<file path="src/design/vpri_ram.sv">
// ----------------------------------------------------------------------------
// Generic RAM
// One write port and one read port, with the read data registered.
// ----------------------------------------------------------------------------
module vpri_ram #(
  parameter int unsigned WIDTH     = 8,
  parameter int unsigned DEPTH     = 256,
  parameter int unsigned ADDR_BITS = $clog2(DEPTH)
) (
  input  logic                 clk_i,
  input  logic                 we_i,
  input  logic [ADDR_BITS-1:0] waddr_i,
  input  logic [WIDTH-1:0]     wdata_i,
  input  logic                 re_i,
  input  logic [ADDR_BITS-1:0] raddr_i,
  output logic [WIDTH-1:0]     rdata_o
);

  logic [WIDTH-1:0] mem_q [DEPTH];
  logic [WIDTH-1:0] rdata_q;

  always_ff @(posedge clk_i) begin
    if (we_i) begin
      mem_q[waddr_i] <= wdata_i;
    end
    if (re_i) begin
      rdata_q <= mem_q[raddr_i];
    end
  end

  assign rdata_o = rdata_q;

endmodule

</file>
<file path="config.mk">
export PLATFORM = sky130hd
export DESIGN_NAME = vpri_ram
export DESIGN_NICKNAME = d
export VERILOG_FILES = /design/src/design/vpri_ram.sv
export SDC_FILE = /design/constraint.sdc
export NUM_CORES = 2
export LEC_CHECK = 0
export ABC_AREA = 1
export ABC_CLOCK_PERIOD_IN_PS = 1900
export BUFFER_PORTS_ARGS = -buffer_cell sky130_fd_sc_hd__buf_2
export CELL_PAD_IN_SITES_DETAIL_PLACEMENT = 1
export CELL_PAD_IN_SITES_GLOBAL_PLACEMENT = 1
export CORE_MARGIN = 2
export CORE_UTILIZATION = 35
export CTS_BUF_LIST = sky130_fd_sc_hd__clkbuf_4 sky130_fd_sc_hd__clkbuf_8 sky130_fd_sc_hd__clkbuf_16
export CTS_CLUSTER_DIAMETER = 200
export DETAILED_ROUTE_END_ITERATION = 10
export PLACE_DENSITY_LB_ADDON = 0.1
export SYNTH_ARGS = -nofsm -noshare
export SYNTH_HDL_FRONTEND = slang
export SYNTH_SLANG_ARGS = --single-unit
export TNS_END_PERCENT = 100
</file>
<file path="constraint.sdc">
create_clock -name clk_i -period 1.9 [get_ports clk_i]
set_input_delay 0.19 -clock clk_i [delete_from_list [all_inputs] [get_ports clk_i]]
set_output_delay 0.19 -clock clk_i [all_outputs]
set_load 0.05 [all_outputs]
</file>
# ---- Yosys cells after proc, flatten, opt, wreduce, memory -nomap -nowiden
# Memories as Yosys holds them, arrays and structs flattened. A register that Yosys moved wholly into a read port is not among the register bits.
# Cells that the tools add are included.
dict set report op_classes {
  n_mux 2
}
# operator count
set op_table {}
lappend op_table {{$mux W1} 2}
dict set report word_totals {
  regBits 0
  ram_bits 2048
  input_bits 27
  output_inout_bits 8
  elab_cells 3
  memories 1
}
# memory words word_bits read_ports rd_ports_with_merged_regs write_ports line_no
set memory_table {}
lappend memory_table {mem_q 256 8 1 1 1 19} ;# logic [WIDTH-1:0] mem_q [DEPTH];

# ---- Logic depth before layout (Yosys ltp)
dict set report depth {
  ltp_word 2
  ltp_mapped 15
  depth_no_buf 11
}

# ---- Worst setup path before layout
# Ideal clock, no wire load.
dict set report synth_path {
  path_type {in2reg}
  from {in we_i}
  to {mem mem_q[162][0] (enable)}
  setup_time_ns 0.370
  arrival_ns 1.311
  t_required_ns 1.530
  path_slack_ns 0.219
  path_stages 4
  path_buffers 2
  cell_sequence {clkbuf_1 -> nand3_1 -> clkbuf_1 -> nor2_1}
}
dict set report synth_via {
  elab_chain_cells 2
}
# element line_no
set synth_lines {}
lappend synth_lines {{from (decl)} 11} ;# input logic we_i,
lappend synth_lines {{$mux W1} 23} ;# if (we_i) begin
lappend synth_lines {{$mux W1 (implied by the code)} 24} ;# mem_q[waddr_i] <= wdata_i;
lappend synth_lines {{to (decl)} 19}
# No other way between the ends.

==> impl_results.md <==
* Least-Margin Pin Slew at 1167 ps
* Vias in the first global route at 58720
* Final Non-Filler Cells at 10931
* Final Net Count at 7587
* Worst Skew at 51.17 ps
* Detailed-routing iteration count for the pre-antenna-repair pass at 5
* Hold violation count in the final report at 0
* Most frequent cell after synthesis: nand2_1
* Post-synth top cells: nand2_1, edfxtp_1, nand3_1
* Area share of the largest cell type after synthesis at 73.96%
* Number of port buffers at 34
* Type of destination of the critical path: flop
* Post-route ant nets at 0
* WHS Path Cells at 5
* Run status: complete, no violations
* Number of buffers inserted during clock tree synthesis at 226
* # DRC at 0
* Leakage at 0.03633 µW
* Avg Inst Size Synth at 11.92 µm²
* Worst reg2reg path depth at 11
* Final routed wirelength across all metal layers at 285.0 mm
* Tmin final at 1860 ps
* Core utilization of the finished layout at 42.59%
* Number of nets in the synthesized netlist at 7030
* Mapped cell area at 83480 µm²
* Flops & latches, synth at 2056
* Max transition margin at 22.13%
* Area growth from synthesis to final layout at 21.25%
* Routed WL per cell at 26.08 µm
* Unique masters post-synth at 13
* Htree depth at 4
* Maximum net fanout on the critical path at 1
* Power spent charging and discharging nets at 23760 µW
* Number of setup violations in the final report at 0
* Antenna violations before repair at 17
* Seq pwr share at 50.0%
* Fin crit share at 97.92%
* Final design instance area without fill at 101200 µm²
* RSZ-0062 raised after global routing: true
* Pin count of the biggest net entering global routing at 76
* Syn Inst Count at 7003
* RD Place Congestion at 0.8239
* Area contributors post-synth: edfxtp_1, nand3_1, nand2_1
* Placed instance area at 93250 µm²
* Worst hold-check path type: in2reg
* Filler Cell Count at 24790
* Crit-path max cell delay at 380 ps
* Sequential share of the synthesized area at 73.96%
* Share of post-route cells with drive strength above 1 at 16.79%
* Starting utilization of the core area at 35.13%
* Routed vias/inst at 5.213
* Worst Setup Path Type: reg2reg
* CP Data Required Time at 2520 ps
* Final-report max-slew violation count at 0
* Remaining global-route overflow at 0
* Cell-by-cell trace of the critical path: nand2_1 -> nand3_1 -> nand3_1 -> nand3_1 -> nand3_2 -> nand3_1 -> buf_4 -> nand3_1 -> nand2_1 -> nand2_1 -> nand2_1
* Max clock buf depth at 3
* Cell type with the highest occurrence count on the critical path: nand3_1
* Post-DP HPWL at 182.9 mm
* Detailed-route via count at 56978
* Total number of yosys warnings at 0
* Logic gate share of total power at 7.3%
* Proportion of register bits with asynchronous set or reset after synthesis at 0%
* CTS Sinks at 2056
* Worst setup SP type: flop
* Register area at 61740 µm²
* DRT iter0 DRCs at 4731
* Power after layout at 100200 µW
* Worst ir drop on vdd at 0.8211 mV
* Main synth FF type: edfxtp_1
* Setup fix buffers added after clock tree synthesis at 0
* Die width at 492.4 µm
* Boundary pin count at 35
* Overall Global Routing Usage at 23.33%
* First-pass GRT wire length at 415.4 mm
* EDFF count, synth at 2056
* Clock input transition at the sequential cells of the worst setup and hold paths at 60 ps
* Area taken by multi-input logic gates at 19780 µm²
* Slowest cell on crit path: edfxtp_1
* Pwr dens at 990.2 nW/µm²
* Maximum clock frequency at 537.5 MHz
* Buffer cell driving the clock tree root: clkbuf_16
* Count of standard-cell rows at 179
* Die Footprint at 242400 µm²
* Clock tree from TritonCTS: built
* Data arrival at the endpoint of the critical path at 2480 ps
* Internal portion of total power at 76460 µW
* Switching portion of total power at 23.71%
* Clock network power share at 42.7%
* Vertical die dimension at 492.4 µm
* Core Area at 237600 µm²
* Count of placed standard cells including taps at 10489
* Max-cap check violation count at 0
* Worst-skew pair later-pin latency at 870 ps
* Cell type contributing the most total cell area after synthesis: edfxtp_1
## logic make-up (layout without fill, tap and decap cells)
logic type | Yosys count | after routing | share of synthesized area, %
flip-flops | 2056 | 2056 | 73.96
buffers and inverters | 522 | 1275 | 3.116
other | 0 | 8 | 0
AND/OR/NAND/NOR | 4425 | 4425 | 22.92
## sequential cells by signal (all words and copies together), names as in the netlist
| register | cells |
|---|---|
| mem_q | 2048 |
| rdata_o | 8 |
## worst max-delay path: cells and delay by family, from the launching register on
family | cells | cell delay (ps)
DFF | 1 | 380
and+or+nand+nor | 10 | 1040
buffers and inverters | 1 | 170
## layer usage
layer	routed length, µm	share of wire [%]	track usage, %
met1	128700	45	32.63
met2	136400	48	38.38
met3	13000	4.6	3.203
met4	6900	2.4	5.723
met5	45	0.016	0
## layout make-up
type / count / area share (%)
antenna: 8 / 0.01978
clock inverter: 142 / 1.100
sequential: 2056 / 61.00
tap: 3167 / 3.915
multi-input combinational: 4425 / 19.54
clock buffer: 282 / 6.020
timing repair buffer: 812 / 8.228
inverter: 39 / 0.1780
## path summary, 6_finish.rpt
check	startpoint	to	slack, ps
worst max-delay path	mem_q[229][0]$_DFFE_PP_	rdata_o[0]$_DFFE_PP_	40
worst min-delay path	waddr_i[4]	mem_q[239][0]$_DFFE_PP_	80
worst max register to register	mem_q[229][0]$_DFFE_PP_	rdata_o[0]$_DFFE_PP_	40
worst min register to register	mem_q[212][2]$_DFFE_PP_	rdata_o[2]$_DFFE_PP_	1120
## placed cells by master (no fill, tap or decap)
| cell | count |
|---|---|
| diode_2 | 8 |
| edfxtp_1 | 2056 |
| nand3_2 | 98 |
| clkinvlp_4 | 11 |
| clkinv_8 | 5 |
| clkbuf_16 | 227 |
| clkinv_2 | 50 |
| inv_16 | 2 |
| buf_6 | 6 |
| clkinv_16 | 3 |
| nor2_1 | 283 |
| nand2_2 | 20 |
| inv_6 | 6 |
| inv_2 | 1 |
| nand3_1 | 1913 |
| clkinv_1 | 55 |
| clkbuf_4 | 55 |
| buf_8 | 11 |
| inv_8 | 2 |
| bufinv_16 | 11 |
| nand2_1 | 2103 |
| buf_2 | 15 |
| buf_4 | 599 |
| inv_4 | 1 |
| nand3_4 | 8 |
| buf_12 | 171 |
| dlygate4sd3_1 | 10 |
| inv_1 | 34 |
## power by group through the flow
stage               sequential, µW  clock, µW  combinational (µW)
global route                 50000      45500                7940
detailed placement           51000          0                7270
CTS                          50100      43800                7380
global placement             51000          0                7220
finish                       50100      42800                7350
floorplan                    51100          0                3090
## timing repair
action,in CTS,in global routing
hold buffers,10,0
setup endpoints to repair,14,8
hold endpoints to repair,1387,0
gates resized for setup,59,70
pin swaps,2,7
## per-stage QoR
stage / TNS [ps] / hold WS, ps / setup slack (ps)
after floorplan: 0 / 288.9 / 218.5
after global routing: -16.22 / 58.11 / -6.558
final: 0 / 83.12 / 39.55
after CTS: -27.47 / 17.10 / -12.44
after detailed placement: -13160 / 540.2 / -789.3
after global placement: -9469 / 541.3 / -778.5
Power figures use the tool's default switching activity.
