--- src/design/vpri_pkg.sv ---
// ----------------------------------------------------------------------------
// Video port register interface package
// Shared sizes, operation and code encodings, and the request structs that
// pass between the port controller and its memories.
// ----------------------------------------------------------------------------
package vpri_pkg;

  localparam int unsigned VMEM_ADDR_BITS = 14;
  localparam int unsigned CMEM_DEPTH     = 32;
  localparam int unsigned REG_COUNT      = 12;

  localparam int unsigned VMEM_DEPTH     = 1 << VMEM_ADDR_BITS;
  localparam int unsigned CMEM_ADDR_BITS = $clog2(CMEM_DEPTH);
  localparam int unsigned REG_IDX_BITS   = $clog2(REG_COUNT);

  localparam int unsigned PORT_ADDR_BITS = 14;
  localparam int unsigned BYTE_BITS      = 8;
  localparam int unsigned IN_TDATA_BITS  = 16;
  localparam int unsigned OUT_TDATA_BITS = 16;

  // Display register numbers that the port logic looks at.
  localparam logic [REG_IDX_BITS-1:0] REG_MODE_0 = REG_IDX_BITS'(0);
  localparam logic [REG_IDX_BITS-1:0] REG_MODE_1 = REG_IDX_BITS'(1);

  // Status byte masks applied after a status read.
  localparam logic [BYTE_BITS-1:0] STATUS_KEEP_MODE2 = 8'h2F;
  localparam logic [BYTE_BITS-1:0] STATUS_KEEP_OTHER = 8'h1F;

  typedef enum logic [2:0] {
    OP_CTRL_WRITE  = 3'd0,
    OP_DATA_WRITE  = 3'd1,
    OP_DATA_READ   = 3'd2,
    OP_STATUS_READ = 3'd3,
    OP_FLAG_EVENT  = 3'd4
  } op_e;

  typedef enum logic [1:0] {
    CODE_VMEM_READ  = 2'd0,
    CODE_VMEM_WRITE = 2'd1,
    CODE_REG_WRITE  = 2'd2,
    CODE_CMEM_WRITE = 2'd3
  } code_e;

  typedef struct packed {
    op_e                  op;
    logic [BYTE_BITS-1:0] data_byte;
    logic                 set_frame_flag;
    logic                 set_overflow_flag;
    logic                 set_collision_flag;
  } item_t;

  typedef struct packed {
    logic                      we;
    logic [VMEM_ADDR_BITS-1:0] waddr;
    logic [BYTE_BITS-1:0]      wdata;
    logic                      re;
    logic [VMEM_ADDR_BITS-1:0] raddr;
  } vmem_req_t;

  typedef struct packed {
    logic                      we;
    logic [CMEM_ADDR_BITS-1:0] waddr;
    logic [BYTE_BITS-1:0]      wdata;
  } cmem_req_t;

endpackage

--- src/design/vpri_core.sv ---
// ----------------------------------------------------------------------------
// Video port controller
// Decodes port accesses, keeps the address latch, read buffer, status flags
// and display registers, and drives the memory ports and the result register.
// ----------------------------------------------------------------------------
module vpri_core (
  input  logic                                clk_i,
  input  logic                                rst_ni,
  input  logic                                s_axis_tvalid_i,
  output logic                                s_axis_tready_o,
  input  logic [vpri_pkg::IN_TDATA_BITS-1:0]  s_axis_tdata_i,
  output logic                                m_axis_tvalid_o,
  input  logic                                m_axis_tready_i,
  output logic [vpri_pkg::OUT_TDATA_BITS-1:0] m_axis_tdata_o,
  output vpri_pkg::vmem_req_t                 vmem_req_o,
  input  logic [vpri_pkg::BYTE_BITS-1:0]      vmem_rdata_i,
  output vpri_pkg::cmem_req_t                 cmem_req_o
);
  import vpri_pkg::*;

  typedef enum logic [2:0] {
    ST_CLEAR = 3'b001,
    ST_IDLE  = 3'b010,
    ST_EXEC  = 3'b100
  } state_e;

  state_e                    state_q, state_d;
  logic [VMEM_ADDR_BITS-1:0] clr_cnt_q, clr_cnt_d;
  item_t                     item_q, in_item;

  logic [PORT_ADDR_BITS-1:0] addr_q, addr_d;
  code_e                     code_q, code_d;
  logic                      pend_q, pend_d;
  logic [BYTE_BITS-1:0]      pre_q, pre_d;
  logic [BYTE_BITS-1:0]      stat_q, stat_d;
  logic                      irq_q, irq_d;
  logic [BYTE_BITS-1:0]      regs_q [REG_COUNT];
  logic [BYTE_BITS-1:0]      regs_d [REG_COUNT];

  logic                      out_valid_q;
  logic [BYTE_BITS-1:0]      out_data_q;
  logic                      out_irq_q;

  logic                      in_acc, commit, clearing;
  logic [PORT_ADDR_BITS-1:0] rd_addr, hi_addr;
  logic [3:0]                reg_id;
  logic [BYTE_BITS-1:0]      result;
  logic                      vmem_we, cmem_we, mode_two;

  assign clearing        = (state_q == ST_CLEAR);
  assign s_axis_tready_o = (state_q == ST_IDLE);
  assign in_acc          = s_axis_tvalid_i && s_axis_tready_o;
  assign commit          = (state_q == ST_EXEC) && (!out_valid_q || m_axis_tready_i);

  always_comb begin
    in_item.op                 = op_e'(s_axis_tdata_i[2:0]);
    in_item.data_byte          = s_axis_tdata_i[10:3];
    in_item.set_frame_flag     = s_axis_tdata_i[11];
    in_item.set_overflow_flag  = s_axis_tdata_i[12];
    in_item.set_collision_flag = s_axis_tdata_i[13];
  end

  // The read is issued when the beat is taken; a second control byte reads
  // at the address that it completes.
  assign rd_addr = (in_item.op == OP_CTRL_WRITE) ?
                   {in_item.data_byte[5:0], addr_q[7:0]} : addr_q;

  assign hi_addr  = {item_q.data_byte[5:0], addr_q[7:0]};
  assign reg_id   = item_q.data_byte[3:0];
  assign mode_two = !regs_q[REG_MODE_0][2] && !regs_q[REG_MODE_1][3] &&
                    regs_q[REG_MODE_0][1] && !regs_q[REG_MODE_1][4];

  always_comb begin
    addr_d  = addr_q;
    code_d  = code_q;
    pend_d  = pend_q;
    pre_d   = pre_q;
    stat_d  = stat_q;
    irq_d   = irq_q;
    regs_d  = regs_q;
    result  = '0;
    vmem_we = 1'b0;
    cmem_we = 1'b0;
    unique case (item_q.op)
      OP_CTRL_WRITE: begin
        if (pend_q) begin
          pend_d = 1'b0;
          code_d = code_e'(item_q.data_byte[7:6]);
          addr_d = hi_addr;
          if (code_d == CODE_VMEM_READ) begin
            pre_d  = vmem_rdata_i;
            addr_d = hi_addr + PORT_ADDR_BITS'(1);
          end else if (code_d == CODE_REG_WRITE) begin
            for (int unsigned i = 0; i < REG_COUNT; i++) begin
              if (reg_id == 4'(i)) begin
                regs_d[i] = addr_q[7:0];
              end
            end
            if (reg_id == 4'(REG_MODE_1) && stat_q[7] && addr_q[5]) begin
              irq_d = 1'b1;
            end
          end
        end else begin
          addr_d = {addr_q[PORT_ADDR_BITS-1:8], item_q.data_byte};
          pend_d = 1'b1;
        end
      end
      OP_DATA_WRITE: begin
        pend_d = 1'b0;
        if (code_q == CODE_CMEM_WRITE) begin
          cmem_we = 1'b1;
        end else begin
          vmem_we = 1'b1;
        end
        pre_d  = item_q.data_byte;
        addr_d = addr_q + PORT_ADDR_BITS'(1);
      end
      OP_DATA_READ: begin
        pend_d = 1'b0;
        result = pre_q;
        pre_d  = vmem_rdata_i;
        addr_d = addr_q + PORT_ADDR_BITS'(1);
      end
      OP_STATUS_READ: begin
        result = stat_q;
        pend_d = 1'b0;
        irq_d  = 1'b0;
        stat_d = stat_q & (mode_two ? STATUS_KEEP_MODE2 : STATUS_KEEP_OTHER);
      end
      OP_FLAG_EVENT: begin
        stat_d = stat_q | {item_q.set_frame_flag, item_q.set_overflow_flag,
                           item_q.set_collision_flag, 5'b0};
        if (stat_d[7] && regs_q[REG_MODE_1][5]) begin
          irq_d = 1'b1;
        end
      end
      default: ;
    endcase
  end

  // Video memory port; the clearing pass owns the write side after reset.
  always_comb begin
    vmem_req_o.we    = clearing || (commit && vmem_we);
    vmem_req_o.waddr = clearing ? clr_cnt_q : VMEM_ADDR_BITS'(addr_q);
    vmem_req_o.wdata = clearing ? '0 : item_q.data_byte;
    vmem_req_o.re    = in_acc;
    vmem_req_o.raddr = VMEM_ADDR_BITS'(rd_addr);
    cmem_req_o.we    = clearing || (commit && cmem_we);
    cmem_req_o.waddr = clearing ? CMEM_ADDR_BITS'(clr_cnt_q) : CMEM_ADDR_BITS'(addr_q);
    cmem_req_o.wdata = clearing ? '0 : item_q.data_byte;
  end

  always_comb begin
    state_d   = state_q;
    clr_cnt_d = clr_cnt_q;
    unique case (state_q)
      ST_CLEAR: begin
        clr_cnt_d = clr_cnt_q + VMEM_ADDR_BITS'(1);
        if (clr_cnt_q == '1) begin
          state_d = ST_IDLE;
        end
      end
      ST_IDLE: begin
        if (in_acc) begin
          state_d = ST_EXEC;
        end
      end
      ST_EXEC: begin
        if (commit) begin
          state_d = ST_IDLE;
        end
      end
      default: state_d = ST_CLEAR;
    endcase
  end

  always_ff @(posedge clk_i or negedge rst_ni) begin
    if (!rst_ni) begin
      state_q     <= ST_CLEAR;
      clr_cnt_q   <= '0;
      addr_q      <= '0;
      code_q      <= CODE_VMEM_READ;
      pend_q      <= 1'b0;
      pre_q       <= '0;
      stat_q      <= '0;
      irq_q       <= 1'b0;
      regs_q      <= '{default: '0};
      out_valid_q <= 1'b0;
    end else begin
      state_q   <= state_d;
      clr_cnt_q <= clr_cnt_d;
      if (commit) begin
        addr_q      <= addr_d;
        code_q      <= code_d;
        pend_q      <= pend_d;
        pre_q       <= pre_d;
        stat_q      <= stat_d;
        irq_q       <= irq_d;
        regs_q      <= regs_d;
        out_valid_q <= 1'b1;
      end else if (m_axis_tready_i) begin
        out_valid_q <= 1'b0;
      end
    end
  end

  always_ff @(posedge clk_i) begin
    if (in_acc) begin
      item_q <= in_item;
    end
    if (commit) begin
      out_data_q <= result;
      out_irq_q  <= irq_d;
    end
  end

  assign m_axis_tvalid_o = out_valid_q;
  assign m_axis_tdata_o  = {7'b0, out_irq_q, out_data_q};

endmodule

--- config.mk ---
export PLATFORM = sky130hd
export DESIGN_NAME = vpri_core
export DESIGN_NICKNAME = d
export VERILOG_FILES = /design/src/design/vpri_pkg.sv /design/src/design/vpri_core.sv
export SDC_FILE = /design/constraint.sdc
export NUM_CORES = 1
export LEC_CHECK = 0
export BUFFER_PORTS_ARGS = -buffer_cell sky130_fd_sc_hd__buf_2
export CAP_MARGIN = 40
export CORE_MARGIN = 3
export CORE_UTILIZATION = 35
export CTS_CLUSTER_DIAMETER = 100
export CTS_CLUSTER_SIZE = 14
export DETAILED_ROUTE_END_ITERATION = 10
export GPL_TIMING_DRIVEN = 0
export SLEW_MARGIN = 5
export SYNTH_ARGS = -nofsm -noshare
export SYNTH_HDL_FRONTEND = slang
export SYNTH_SLANG_ARGS = --single-unit
--- constraint.sdc ---
create_clock -name clk_i -period 2.7 [get_ports clk_i]
set_clock_uncertainty 0.1 [all_clocks]
set_input_delay 0.54 -clock clk_i [delete_from_list [all_inputs] [get_ports clk_i]]
set_output_delay 0.54 -clock clk_i [all_outputs]
set_load 0.005 [all_outputs]
* Word level (Yosys, flattened, before mapping)
Cells that the tools add are included. W data, S select, Z words.
Word-level totals: flip-flop bits (word level) 84, output and inout bits 70, bits of input ports 28, word-level logic and storage cells 110
Operators by class: multiplexer cells 31, equal/unequal tests 17, add/sub/neg operators 3, reductions and logical operators 37, bitwise gates (word level) 3
Operators by type and width (count):
- $mux W14 | 4
- $add A14 B1 Y14 const B | 3
- $pmux W8 S2 | 2
- $pmux W14 S2 | 1
- $mux W8 | 3
- $pmux W8 S3 | 1
- $eq A14 B14 Y1 const B | 1
- $mux W1 | 12
- $reduce_and A3 Y1 | 4
- $reduce_and A6 Y1 | 2
- $logic_and A1 B1 Y1 | 10
- $eq A3 B2 Y1 const B | 3
- $mux W3 | 3
- $pmux W3 S3 | 1
- $and A8 B6 Y8 | 1
- $or A8 B8 Y8 | 1
- $reduce_bool A2 Y1 | 4
- $eq A3 B1 Y1 const B | 2
- $eq A3 B3 Y1 const B | 2
- $logic_not A3 Y1 | 2
- $mux W6 | 1
- $ne A2 B2 Y1 const B | 3
- $mux W5 | 1
- $eq A2 B2 Y1 const B | 2
- other kinds (15) | 22

* Depth between registers and ports, before layout
Gate-level depths: netlist (run 1).
word-level depth 8, gate-level depth with buffers 8, depth with buffers taken out 6

* Worst setup path after synthesis (run 1)
No wires, ideal clock.
kind flip-flop to output port, start point register state_q[0], end point output vmem_req_o[23] (netlist name), cell stages (with the launch flop) 5, path slack 0.272 ns, required time 2.060 ns, arrival time 1.788 ns, path buffers 2, cell sequence dfstp_2 > nor3b_1 > clkbuf_1 > mux2_2 > buf_4
RTL lines:
- start: declaration | RTL line vpri_core.sv:27 | state_e state_q, state_d;
- start signal: assignment | RTL line vpri_core.sv:190 | state_q <= state_d;
- end: declaration | RTL line vpri_core.sv:15 | output vpri_pkg::vmem_req_t vmem_req_o,

==> metrics.md, run 1 <==
| Metric | Value |
|---|---|
| GP Congestion | `0.8498` |
| Tightest Pin Transition | `823.6 ps` |
| DRT iter0 DRCs | `172` |
| Fin Hold WS | `137.6 ps` |
| Synth cell types | `63` |
| Clock sinks | `76` |
| Power Total | `3.012 mW` |
| Critical Path AT | `2010 ps` |
| #FFs+latches synth | `76` |
| Worst hold path class | `in2async` |
| Area of the multi-input gates | `1879 sq um` |
| Peak supply drop | `0.3197 mV` |
| Number of remaining DRC errors | `0` |
| Worst r2r dst | `addr_q[11]` |
| Crit Path Class | `reg2out` |
| Number of antenna diodes | `0` |
| Syn Inst Count | `404` |
| Pin count of the biggest net entering global routing | `29` |
| Fill cell count | `1091` |
| Startpoint types | `flip-flop` |
| Hpwl dp | `8004 um` |
| Vias in the first global route | `3329` |
| Min cycle time layout | `2651 ps` |
| I/O pin count | `98` |
| Clock Latency Late Sink | `330 ps` |
| Final hold violation count | `0` |
| Clk buf depth | `2` |
| Max-Cap Viols | `0` |
| Area after DPL | `4873 sq um` |
| Worst Path Required | `2060 ps` |
| CTS H-tree depth | `3` |
| CP endpoint kind | `output port` |
| Sequential area share after synthesis | `48.03%` |
| Worst rel slew slack | `44.67%` |
| Mean Syn Cell Area | `10.40 sq um` |
| Sequential Area | `2021 sq um` |
| Final Max Slew Viols | `0` |
| Die Ht | `115.6 um` |
| Die area | `13360 sq um` |
| Row count | `39` |
| PD cells | `571.0 nW/um^2` |
| Reg clk slew, reported paths | `60 ps` |
| Final wirelength | `10860 um` |
| Synth warn | `0` |
| CTS Root Cell | `clkbuf_16` |
| Core area | `11560 sq um` |
| RSZ-0062 raised after global routing | `yes` |
| P&R area growth vs syn | `25.52%` |
| Synth Flop Type | `dfrtp_1` |
| Worst r2r src | `addr_q[2]` |
| Finished Cell Area | `5274 sq um` |
| FF-to-FF setup slack | `390 ps` |
| Lkg Pwr | `2.473 nW` |
| Final period util | `98.19%` |
| GR Overflow Total | `0` |
| Die X-Extent | `115.6 um` |
| EDFF count, synth | `23` |
| Async SR Flop Fraction | `69.74%` |
| CP Max Fanout | `10` |
| Drt pass-1 iters | `4` |
| # setup viols final | `0` |
| Num CTS Buffers | `9` |
| # port buffers | `88` |
| Routed vias/inst | `5.173` |
| Nets | `547` |
| First-pass GRT wire length | `17310 um` |
| Status | `finished clean` |
| Share of layout cells above drive strength 1 | `36.59%` |
| TritonCTS clock tree | `done` |
| FMAX | `0.3772 GHz` |
| Avg WL per Cell | `16.33 um` |
| Post-Syn Area | `4202 sq um` |
| Post-route ant nets | `0` |
| Initial antenna violation count | `0` |
| GRT Total Usage | `16.57%` |
| Reg2Reg Depth | `6` |
| Starting Density | `36.33%` |
| Vias | `3440` |
## metal layers
| metal | GRT usage [%] | part of all wire (%) |
|---|---|---|
| met4 | 6.025 | 2.0 |
| met5 | 0 | 0 |
| met2 | 27.04 | 48 |
| met3 | 3.812 | 5.1 |
| met1 | 21.62 | 45 |
## what timing repair did
| action | in CTS | in global routing |
|---|---|---|
| endpoints found under the hold margin | 0 | 0 |
| buffers inserted | 2 | 4 |
| gates resized for setup | 12 | 2 |
| setup endpoints to repair | 38 | 10 |
| hold buffers | 0 | 0 |
## sequential cells by signal (all words and copies together), names as in the netlist, 2 cells and up
signal,flops
item_q,8
out_data_q,8
clr_cnt_q,14
hi_addr,6
addr_q,14
pre_q,8
code_q,2
state_q,3
stat_q,4
regs_q,5
## cells in the final DEF, fill, tap and decap left out, drive strengths merged, types with 6 or more instances in the layout
cell	Yosys	layout
nand2	39	39
mux2i	13	13
and3	6	6
nor3	13	13
mux2	25	25
o21ai	29	29
and2	8	8
nor2	21	21
dfrtp	52	52
nor3b	6	6
nor2b	10	10
clkbuf	7	17
inv	6	6
nand4	6	6
a21oi	15	15
edfxtp	23	23
nand3	13	13
xor2	10	10
xnor2	9	9
conb	1	7
buf	39	135
## where the power goes
part           internal [mW]  switching, mW
Clock                  0.824          0.443
Sequential              1.25         0.0797
Combinational          0.241          0.175
## cells by family after synthesis
group,Yosys count,synth area share (%)
compound gates,72,11.26
xor+xnor,19,3.961
fa+ha+maj,2,0.5955
buf+inv,53,8.070
flops,76,48.03
mux,38,9.797
other cells,1,0.08925
simple gates,143,18.20
## critical path, cell delays in order, from the launching register on
cell	delay, ps
dfstp_2	570
nor3b_4	270
clkbuf_8	240
mux2_2	360
buf_4	130
buf_2	120
## final cells by class
| cell class | count | share of cell area (%) |
|---|---|---|
| Buffer | 45 | 6.358 |
| Clock buffer | 10 | 4.531 |
| Clock inverter | 6 | 1.471 |
| Inverter | 7 | 0.5219 |
| Multi-Input combinational cell | 281 | 35.63 |
| Sequential cell | 76 | 38.32 |
| Tap cell | 143 | 3.393 |
| Timing Repair Buffer | 97 | 9.775 |
## stage by stage
step | setup TNS [ps] | utilization, % | setup WS, ps | std cells
floorplan | 0 | - | 271.6 | 410
global placement | -1990 | 41.88 | -255.0 | 641
detailed placement | -2048 | 42.14 | -235.3 | 644
CTS | 0 | 45.35 | 11.60 | 662
global route | -144.1 | 45.60 | -52.14 | 665
finish | 0 | 45.60 | 48.92 | 665
## cells in the mapped netlist (all sizes together) (3+ instances only)
cell type	instances	area share, %
edfxtp	23	16
and2	8	1.2
a21oi	15	1.8
and4	3	0.63
xnor2	9	1.9
nand4	6	0.89
or3	3	0.45
nand3	13	1.5
inv	6	0.54
nand2	39	3.7
dfrtp	52	31
o211ai	3	0.54
o221ai	3	0.63
nor2b	10	1.5
o21ai	29	3.5
nor3	13	1.7
nor3b	6	1.1
buf	39	6.8
a31oi	3	0.45
nor2	21	1.9
clkbuf	7	0.63
nand2b	5	0.92
mux2	25	6.7
mux2i	13	3.1
xor2	10	2.1
and3	6	0.89
## worst max-delay path by stage
stage                          start             end  slack, ps  depth (start not counted)
after CTS                 state_q[0]  vmem_req_o[27]         10                          7
final                     state_q[0]  vmem_req_o[23]         50                          5
after detailed placement  state_q[0]  vmem_req_o[25]       -240                          5
after global placement    state_q[0]  vmem_req_o[25]       -260                          5
after global routing      state_q[0]  vmem_req_o[25]        -50                          5
after floorplan           state_q[0]  vmem_req_o[23]        270                          4
Note: power is estimated with default switching activity, not from simulation.
==> inputs of run 2 (changes only) <==
- RECOVER_POWER: unset -> 25
==> metrics.md, run 2 (synthesis gave the netlist of run 1 again) <==
| Metric | Value |
|---|---|
| Worst r2r src | `addr_q[2]` |
| Reg2Reg Depth | `6` |
| Biggest regs | `addr_q: 14 flops, clr_cnt_q: 14 flops` |
| Power Total | `3.006 mW` |
| GR Overflow Total | `0` |
| Sequential power share | `44.2%` |
| Hpwl dp | `8004 um` |
| Vias in the first global route | `3329` |
| Share of layout cells above drive strength 1 | `35.44%` |
| Fill cell count | `1096` |
| CTS H-tree depth | `3` |
| Peak supply drop | `0.3175 mV` |
| Finished Layout Cells | `665` |
| Min cycle time layout | `2653 ps` |
| DRT iter0 DRCs | `165` |
| CP endpoint kind | `output port` |
| Setup TNS | `0 ps` |
| GP Congestion | `0.8498` |
| Crit Path Class | `reg2out` |
| Routed vias/inst | `5.143` |
| Core area | `11560 sq um` |
| Hold Buf Count CTS | `0` |
| GRT Total Usage | `16.57%` |
| Switching portion of total power | `23.14%` |
| Reg clk slew, reported paths | `60 ps` |
| Setup crit start | `state_q[0]` |
| Number of antenna diodes | `0` |
| Psw | `695.8 uW` |
| Row count | `39` |
| Internal Power | `2.311 mW` |
| Number of remaining DRC errors | `0` |
| PD cells | `572.5 nW/um^2` |
| Post-route ant nets | `0` |
| Hold_sp | `s_axis_tdata_i[12]` |
| Dpl cells | `644` |
| Lkg Pwr | `2.451 nW` |
| FF-to-FF setup slack | `410 ps` |
| Vias | `3420` |
| Drt pass-1 iters | `4` |
| CTS Root Cell | `clkbuf_16` |
| P&R area growth vs syn | `24.99%` |
| Status | `finished clean` |
| WHS Path Cells | `1` |
| Area after DPL | `4873 sq um` |
| Worst hold path class | `in2reg` |
| Die Ht | `115.6 um` |
| Critical Path AT | `2010 ps` |
| Final Max Slew Viols | `0` |
| Worst Path Required | `2060 ps` |
| Starting Density | `36.33%` |
| # setup viols final | `0` |
| Most frequent cells in the layout | `buf_2, dfrtp_1, nand2_1` |
| RSZ-0062 raised after global routing | `yes` |
| Worst rel slew slack | `6.006%` |
| Tightest Pin Transition | `1410 ps` |
| Startpoint types | `flip-flop` |
| Worst r2r dst | `addr_q[11]` |
| Initial antenna violation count | `0` |
| Final period util | `98.26%` |
| Comb pwr share | `13.6%` |
| Die X-Extent | `115.6 um` |
| Num CTS Buffers | `9` |
| I/O pin count | `98` |
| Nets | `547` |
| Die area | `13360 sq um` |
| CP Max Fanout | `10` |
| Clock Latency Late Sink | `330 ps` |
| Pin count of the biggest net entering global routing | `29` |
| Clock network fraction of design power | `42.1%` |
| First-pass GRT wire length | `17310 um` |
| Final wirelength | `10850 um` |
| Clk buf depth | `2` |
| Final hold violation count | `0` |
| Clock sinks | `76` |
| # port buffers | `88` |
| Avg WL per Cell | `16.31 um` |
| TritonCTS clock tree | `done` |
| Commonest non-fill, non-tap cell in the layout | `buf_2` |
| FMAX | `0.3769 GHz` |
| Worst Hold End | `item_q[1]` |
| Finished Cell Area | `5251 sq um` |
| Max-Cap Viols | `0` |
run 2: changes by cell type in the layout (fill, tap and decap cells not counted):
cell and change:
clkbuf_2 +1, clkbuf_1 +6, buf_2 -6, buf_12 -1
run 2: power groups by stage:
stage	Sequential, mW	Combinational [mW]	Clock (mW)
after floorplan	1.33	0.255	0
after global placement	1.34	0.410	0
after detailed placement	1.35	0.419	0
after CTS	1.33	0.423	1.30
after global routing	1.34	0.462	1.33
final	1.33	0.410	1.27
run 2: routing by layer:
layer / up-vias / routed length, um / GRT usage [%]
li1: 1644 / - / -
met1: 1658 / 4801 / 21.62
met2: 102 / 5230 / 27.04
met3: 16 / 588 / 3.812
met4: 0 / 225 / 6.025
met5: - / 0 / 0
run 2: worst max path at each step:
stage,endpoint,depth (start not counted)
after floorplan,vmem_req_o[23],4
after global placement,vmem_req_o[25],5
after detailed placement,vmem_req_o[25],5
after CTS,vmem_req_o[27],7
after global routing,vmem_req_o[25],5
final,vmem_req_o[23],5
run 2: cell type report:
type	instances	area, sq um	share of cell area [%]
Clock buffer	10	239.0	4.551
Buffer	45	335.3	6.386
Sequential cell	76	2021	38.48
Clock inverter	6	77.57	1.477
Inverter	7	27.53	0.5242
Multi-Input combinational cell	281	1879	35.79
Timing Repair Buffer	97	493.0	9.388
Tap cell	143	178.9	3.407
run 2: metrics by stage:
step	utilization [%]	setup WS [ps]	hold slack (ps)
2_1_floorplan	-	271.6	144.4
3_3_place_gp	41.88	-255.0	355.1
3_5_place_dp	42.14	-235.3	362.1
4_1_cts	45.35	11.60	143.7
5_1_grt	45.41	-52.14	278.9
6_report	45.41	47.02	287.7
run 2: repair_timing:
action                     in CTS  in global routing
buffers inserted                2                  4
setup endpoints to repair      38                 10
gates resized for setup        12                  2
run 2: worst max-delay path: stages (launching register included):
cell	delay [ps]
dfstp_2	570
nor3b_4	280
clkbuf_8	240
mux2_2	360
buf_4	130
buf_2	120
